**src/hw/rtl/srf_pkg.sv**
```systemverilog
`default_nettype none
package srf_pkg;

    localparam int OUT_W     = 32;
    localparam int MB_W      = 33;
    localparam int MUL_CHUNK = 24;
    localparam int PC_W      = 5;

    localparam logic [31:0] F_2PI_Q29 = 32'd3373259426;

    localparam int Q_NOTCH = 29;
    localparam int Q_KP    = 16;
    localparam int Q_FREQ  = 32;
    localparam int Q_PHASE = 19;

    localparam logic [2:0] REG_B0 = 3'd0;
    localparam logic [2:0] REG_B1 = 3'd1;
    localparam logic [2:0] REG_B2 = 3'd2;
    localparam logic [2:0] REG_A1 = 3'd3;
    localparam logic [2:0] REG_A2 = 3'd4;
    localparam logic [2:0] REG_KP = 3'd5;
    localparam logic [2:0] REG_KI = 3'd6;
    localparam logic [2:0] REG_HP = 3'd7;

    localparam logic [2:0] A_X  = 3'd0;
    localparam logic [2:0] A_D1 = 3'd1;
    localparam logic [2:0] A_D2 = 3'd2;
    localparam logic [2:0] A_Y1 = 3'd3;
    localparam logic [2:0] A_Y2 = 3'd4;
    localparam logic [2:0] A_T  = 3'd5;

    localparam logic [2:0] B_B0  = 3'd0;
    localparam logic [2:0] B_B1  = 3'd1;
    localparam logic [2:0] B_B2  = 3'd2;
    localparam logic [2:0] B_NA1 = 3'd3;
    localparam logic [2:0] B_NA2 = 3'd4;
    localparam logic [2:0] B_KP  = 3'd5;
    localparam logic [2:0] B_KI  = 3'd6;
    localparam logic [2:0] B_HP  = 3'd7;

    localparam logic [1:0] SH_NOTCH = 2'd0;
    localparam logic [1:0] SH_KP    = 2'd1;
    localparam logic [1:0] SH_FREQ  = 2'd2;
    localparam logic [1:0] SH_PHASE = 2'd3;

    localparam logic [3:0] ALU_NOP      = 4'd0;
    localparam logic [3:0] ALU_ACC_LOAD = 4'd1;
    localparam logic [3:0] ALU_ACC_ADD  = 4'd2;
    localparam logic [3:0] ALU_NOTCH    = 4'd3;
    localparam logic [3:0] ALU_KP       = 4'd4;
    localparam logic [3:0] ALU_FREQ     = 4'd5;
    localparam logic [3:0] ALU_VEL      = 4'd6;
    localparam logic [3:0] ALU_TPH      = 4'd7;
    localparam logic [3:0] ALU_PHASE    = 4'd8;
    localparam logic [3:0] ALU_SUB2PI   = 4'd9;
    localparam logic [3:0] ALU_ADD2PI   = 4'd10;
    localparam logic [3:0] ALU_RESTART  = 4'd11;
    localparam logic [3:0] ALU_OUT      = 4'd12;

    localparam logic [2:0] C_NONE   = 3'd0;
    localparam logic [2:0] C_ALWAYS = 3'd1;
    localparam logic [2:0] C_OP     = 3'd2;
    localparam logic [2:0] C_LT2PI  = 3'd3;
    localparam logic [2:0] C_NONNEG = 3'd4;

    localparam logic [PC_W-1:0] PC_NEGCHK  = 5'd14;
    localparam logic [PC_W-1:0] PC_OUT     = 5'd16;
    localparam logic [PC_W-1:0] PC_RESTART = 5'd17;
    localparam logic [PC_W-1:0] PC_NEXT    = 5'd0;

    typedef struct packed {
        logic                   op;
        logic signed [31:0]     sample;
    } t_in;

    typedef struct packed {
        logic signed [31:0]     frequency;
        logic [31:0]            phase;
        logic signed [31:0]     filtered_error;
    } t_out;

    typedef struct packed {
        logic                   mul_en;
        logic [2:0]             asel;
        logic [2:0]             bsel;
        logic [1:0]             shsel;
        logic [3:0]             alu;
        logic [2:0]             cond;
        logic [PC_W-1:0]        target;
    } t_uword;

    typedef struct packed {
        logic                   exec;
        logic                   mul_start;
        t_uword                 uw;
    } t_ctrl;

    typedef struct packed {
        logic                   op;
        logic                   lt2pi;
        logic                   nonneg;
        logic                   out_free;
        logic                   mul_done;
    } t_stat;

    function automatic t_uword mk_uw(input logic m, input logic [2:0] a, input logic [2:0] b,
                                     input logic [1:0] sh, input logic [3:0] alu,
                                     input logic [2:0] cond, input logic [PC_W-1:0] tgt);
        t_uword w;
        w.mul_en = m;
        w.asel   = a;
        w.bsel   = b;
        w.shsel  = sh;
        w.alu    = alu;
        w.cond   = cond;
        w.target = tgt;
        return w;
    endfunction

    // Item: notch taps, gain, two integrators, at most one phase wrap; op restarts.
    function automatic t_uword ucode_rom(input logic [PC_W-1:0] pc);
        t_uword w;
        case (pc)
            5'd0:  w = mk_uw(1'b0, A_X,  B_B0,  SH_NOTCH, ALU_NOP,      C_OP,     PC_RESTART);
            5'd1:  w = mk_uw(1'b1, A_X,  B_B0,  SH_NOTCH, ALU_ACC_LOAD, C_NONE,   PC_NEXT);
            5'd2:  w = mk_uw(1'b1, A_D1, B_B1,  SH_NOTCH, ALU_ACC_ADD,  C_NONE,   PC_NEXT);
            5'd3:  w = mk_uw(1'b1, A_D2, B_B2,  SH_NOTCH, ALU_ACC_ADD,  C_NONE,   PC_NEXT);
            5'd4:  w = mk_uw(1'b1, A_Y1, B_NA1, SH_NOTCH, ALU_ACC_ADD,  C_NONE,   PC_NEXT);
            5'd5:  w = mk_uw(1'b1, A_Y2, B_NA2, SH_NOTCH, ALU_ACC_ADD,  C_NONE,   PC_NEXT);
            5'd6:  w = mk_uw(1'b0, A_X,  B_B0,  SH_NOTCH, ALU_NOTCH,    C_NONE,   PC_NEXT);
            5'd7:  w = mk_uw(1'b1, A_Y1, B_KP,  SH_KP,    ALU_KP,       C_NONE,   PC_NEXT);
            5'd8:  w = mk_uw(1'b1, A_T,  B_KI,  SH_FREQ,  ALU_FREQ,     C_NONE,   PC_NEXT);
            5'd9:  w = mk_uw(1'b0, A_X,  B_B0,  SH_NOTCH, ALU_VEL,      C_NONE,   PC_NEXT);
            5'd10: w = mk_uw(1'b0, A_X,  B_B0,  SH_NOTCH, ALU_TPH,      C_NONE,   PC_NEXT);
            5'd11: w = mk_uw(1'b1, A_T,  B_HP,  SH_PHASE, ALU_PHASE,    C_NONE,   PC_NEXT);
            5'd12: w = mk_uw(1'b0, A_X,  B_B0,  SH_NOTCH, ALU_NOP,      C_LT2PI,  PC_NEGCHK);
            5'd13: w = mk_uw(1'b0, A_X,  B_B0,  SH_NOTCH, ALU_SUB2PI,   C_NONE,   PC_NEXT);
            5'd14: w = mk_uw(1'b0, A_X,  B_B0,  SH_NOTCH, ALU_NOP,      C_NONNEG, PC_OUT);
            5'd15: w = mk_uw(1'b0, A_X,  B_B0,  SH_NOTCH, ALU_ADD2PI,   C_NONE,   PC_NEXT);
            5'd16: w = mk_uw(1'b0, A_X,  B_B0,  SH_NOTCH, ALU_OUT,      C_NONE,   PC_NEXT);
            5'd17: w = mk_uw(1'b0, A_X,  B_B0,  SH_NOTCH, ALU_RESTART,  C_ALWAYS, PC_OUT);
            default: w = mk_uw(1'b0, A_X, B_B0, SH_NOTCH, ALU_NOP,      C_ALWAYS, PC_OUT);
        endcase
        return w;
    endfunction

endpackage
`default_nettype wire

```
**src/hw/rtl/srf_seq.sv**
```systemverilog
`default_nettype none
module srf_seq import srf_pkg::*; (
    input  wire logic  i_clk,
    input  wire logic  i_rst_n,
    input  wire logic  i_in_accept,
    input  wire t_stat i_stat,
    output t_ctrl      o_ctrl,
    output logic       o_busy
);

    logic             r_busy;
    logic [PC_W-1:0]  r_pc;
    logic             r_mwait;

    t_uword           w_uw;
    logic             w_cond;
    logic             w_exec;
    logic             w_start;
    logic [PC_W-1:0]  n_pc;

    always_comb begin
        w_uw = ucode_rom(r_pc);
        case (w_uw.cond)
            C_NONE:   w_cond = 1'b0;
            C_ALWAYS: w_cond = 1'b1;
            C_OP:     w_cond = i_stat.op;
            C_LT2PI:  w_cond = i_stat.lt2pi;
            C_NONNEG: w_cond = i_stat.nonneg;
            default:  w_cond = 1'b0;
        endcase
        n_pc    = w_cond ? w_uw.target : r_pc + PC_W'(1);
        w_start = r_busy && w_uw.mul_en && !r_mwait;
        if (!r_busy) begin
            w_exec = 1'b0;
        end else if (w_uw.mul_en) begin
            w_exec = r_mwait && i_stat.mul_done;
        end else if (w_uw.alu == ALU_OUT) begin
            w_exec = i_stat.out_free;
        end else begin
            w_exec = 1'b1;
        end
    end

    always_ff @(posedge i_clk) begin
        if (!i_rst_n) begin
            r_busy  <= 1'b0;
            r_pc    <= '0;
            r_mwait <= 1'b0;
        end else if (i_in_accept) begin
            r_busy  <= 1'b1;
            r_pc    <= '0;
            r_mwait <= 1'b0;
        end else if (r_busy) begin
            if (w_start) begin
                r_mwait <= 1'b1;
            end
            if (w_exec) begin
                r_mwait <= 1'b0;
                if (w_uw.alu == ALU_OUT) begin
                    r_busy <= 1'b0;
                end else begin
                    r_pc <= n_pc;
                end
            end
        end
    end

    always_comb begin
        o_ctrl.exec      = w_exec;
        o_ctrl.mul_start = w_start;
        o_ctrl.uw        = w_uw;
    end

    assign o_busy = r_busy;

    a_end_on_out: assert property (@(posedge i_clk) disable iff (!i_rst_n)
        $past(i_rst_n) && $fell(r_busy) |-> $past(w_uw.alu == ALU_OUT))
        else $error("sequencer went idle outside the output step");

    a_mul_result: assert property (@(posedge i_clk) disable iff (!i_rst_n)
        (w_exec && w_uw.mul_en) |-> i_stat.mul_done)
        else $error("multiply step retired without a product");

endmodule
`default_nettype wire

```
**config.mk**
```make
export PLATFORM = sky130hd
export DESIGN_NAME = srf_seq
export DESIGN_NICKNAME = d
export VERILOG_FILES = /design/src/hw/rtl/srf_pkg.sv /design/src/hw/rtl/srf_seq.sv
export SDC_FILE = /design/constraint.sdc
export NUM_CORES = 1
export LEC_CHECK = 0
export BUFFER_PORTS_ARGS = -buffer_cell sky130_fd_sc_hd__buf_4
export CAP_MARGIN = 15
export CORE_MARGIN = 5
export CORE_UTILIZATION = 57
export DETAILED_ROUTE_END_ITERATION = 8
export PLACE_DENSITY_LB_ADDON = 0.1
export SETUP_SLACK_MARGIN = 0.3
export SYNTH_ARGS = -nofsm -noshare
export SYNTH_HDL_FRONTEND = slang
export SYNTH_SLANG_ARGS = --single-unit
export TNS_END_PERCENT = 30
```
**constraint.sdc**
```tcl
create_clock -name i_clk -period 7.6 [get_ports i_clk]
set_clock_uncertainty 0.2 [all_clocks]
set_input_delay 1.52 -clock i_clk [delete_from_list [all_inputs] [get_ports i_clk]]
set_output_delay 1.52 -clock i_clk [all_outputs]
set_load 0.05 [all_outputs]
```
==> run metrics <==
status=completed; Setup Fix Bufs, Post-CTS=0; 1st-pass router iterations=4; layout cell share with drive strength beyond 1=between 20% and 30%; WHS=340 ps; critical path class=in -> reg; Syn Nets=~170; cell taking the most area after synthesis=dfxtp_1; root buf cell=clkbuf_4; Max-slew headroom=a little over 50%; Synth top area share=35.9%; Routed WL=3450 um; GR Overflow Total=0; total CTS buffers=3; vias in the first global route=1213; Residual DRC=0; max-slew violations=0; initial core utilization=59.1%; Mapped Avg Cell Area=9.24 um2; Core ar.=2450 um2; most frequent cells in the layout=buf_4 (31), dfxtp_1 (26), nor2_1 (18); Leak Pwr=approximately 0.74 nW; cells after synthesis=roughly 160; most common cell after layout, fill and taps aside=buf_4; hold_sp=r_mwait$_SDFFE_PP0P_; Top FF cell, synth=dfxtp_1; Post-synth EDFFs=0; Seq. cell area=520 um2; first-pass GRT wire length=a little under 6000 um; Clk pin slew, worst setup/hold paths=140 ps; initial antenna violation count=0; final worst path period need=between 4000 and 5000 ps; fin crit share=54.9%; Worst VDD drop=164 uV; Synth area leaders=dfxtp_1 (36%), ha_1 (6.9%), nor2_1 (4.7%), a21oi_1 (2.8%), mux2i_1 (2.8%); clock sinks=26; flop-to-flop setup slack=4290 ps; IO buf count=31; worst reg2reg startpoint=w_uw[5]$_DFF_P_; RSZ-0062 raised after global routing=false; Cell Area, Synth=1450 um2; H-tree levels=1; register area share after synthesis=35.9%; Post-Place Setup Slack=3100 ps; Core Rows=18; post-route setup TNS=0 ps; Tot GR Track Use=roughly a fifth; Filler cells=between 200 and 250; Clock Latency Late Sink=320 ps; pwr/cell area=180 nW/um2; Worst Setup End Kind=register; Nets=199; final setup margin=3430 ps; RR Endpoint=w_uw[17]$_SDFF_PP0_; Yosys reg bits=26; P&R area growth vs syn=18.4%; Horiz. Die Dim=approximately 60 um; Max-Cap Viols=0; cts repair resizes=0; fraction of registers with async set/reset=0%; max frequency=~0.24 GHz; die height=60.4 um; total power draw=just over 0.3 mW; Min-Delay Path Class=reg -> reg; largest net degree at the start of global routing=16; die area=3650 um2; Worst Hold Path Cells=2; # diodes=0; post-synth cell types=53; Max clock buf depth=2; Ports=32; Routed Antenna Nets=0; Via Count=1266; WP data arrival=4250 ps; reg2reg path depth=10; DR WL/cell=about 16 um; multi-input combinational cell area=between 800 and 900 um2; CTS tree=yes; DPL Wire Length=between 2000 and 3000 um; drt initial violations=81; cts hold-fix bufs=0; Worst Setup Start Kind=input port; hold worst-path end=r_mwait$_SDFFE_PP0P_; Fin. Hold Viols=0; Avg Vias per Cell=5.97; final setup violating endpoints=0; CP max FO=9; yosys warns=0; Least-Margin Pin Slew=between 700 and 800 ps; Required @ worst endpoint=7680 ps; GPL Wtd Cong=0.960
==> metal layers <==
metal	global-route usage [%]	vias up	part of all wire, %
met1	27.3	598	45
met5	0	-	0
met3	1.91	5	4.3
met2	36.1	43	49
met4	7.12	0	1.3
li1	-	620	-
==> logic make-up after synthesis <==
group                    after synthesis  synth area share (%)
flip-flops                            26                  35.9
multiplexers                           7                  5.09
buffers and inverters                 17                  5.69
AO/OA/AOI/OAI                         36                  19.1
adder cells (fa/ha/maj)                8                  6.90
AND/OR/NAND/NOR                       63                  27.4
==> state kept, by name, summed over array words and instances, names as in the netlist <==
| register | count |
|---|---|
| r_mwait | 1 |
| r_pc | 5 |
| w_uw | 19 |
| o_busy | 1 |
==> cell usage after synthesis (2+ instances only) <==
master,n
ha_1,8
a211oi_1,2
inv_1,6
a31oi_1,2
nand3_1,8
clkbuf_1,3
nor3_1,3
and3_1,2
o31ai_1,2
buf_4,4
nand2b_1,2
nor2_1,18
nor3b_1,2
nand4_1,6
o221ai_1,2
mux2i_1,4
o22a_1,2
mux2_2,3
o21ai_0,2
o211ai_1,2
nand2_1,7
dfxtp_1,26
nor2b_1,2
buf_2,3
a21oi_1,8
==> worst max-delay path: stages <==
cell	delay (ps)
buf_4	110
nor4bb_4	160
nor4_4	510
mux2_2	390
mux2i_1	330
nor2_1	170
inv_1	170
ha_1	290
or3_4	430
inv_2	70
a211o_2	80
==> where the power goes <==
group          total [mW]  leakage (nW)  internal (mW)  switching [mW]
Clock              0.0950        0.0279         0.0534          0.0416
Combinational      0.0674         0.500         0.0237          0.0437
Sequential          0.146         0.211          0.141         0.00463
==> how the worst max path moves through the flow <==
stage                          from             endpoint
after floorplan           i_stat[4]  w_uw[17]$_SDFF_PP0_
after global placement    i_stat[4]  w_uw[17]$_SDFF_PP0_
after detailed placement  i_stat[4]  w_uw[17]$_SDFF_PP0_
after CTS                 i_stat[4]  w_uw[17]$_SDFF_PP0_
after global routing      i_stat[4]  w_uw[17]$_SDFF_PP0_
final                     i_stat[4]  w_uw[17]$_SDFF_PP0_
==> per-stage QoR <==
step                std cells  cell area [um2]  util [%]
floorplan                 157             1450         -
global placement          208             1660      67.8
detailed placement        208             1660      67.8
CTS                       212             1720      69.9
global route              212             1720      69.9
finish                    212             1720      69.9
==> cell type report <==
| cell class | instances | share of cell area [%] |
|---|---|---|
| Multi-Input combinational cell | 114 | 49.3 |
| Sequential cell | 26 | 30.3 |
| Timing Repair Buffer | 31 | 13.6 |
| Tap cell | 30 | 2.19 |
| Clock inverter | 1 | 1.75 |
| Inverter | 7 | 1.53 |
| Clock buffer | 3 | 1.31 |
Note: power is estimated with default switching activity, not from simulation.
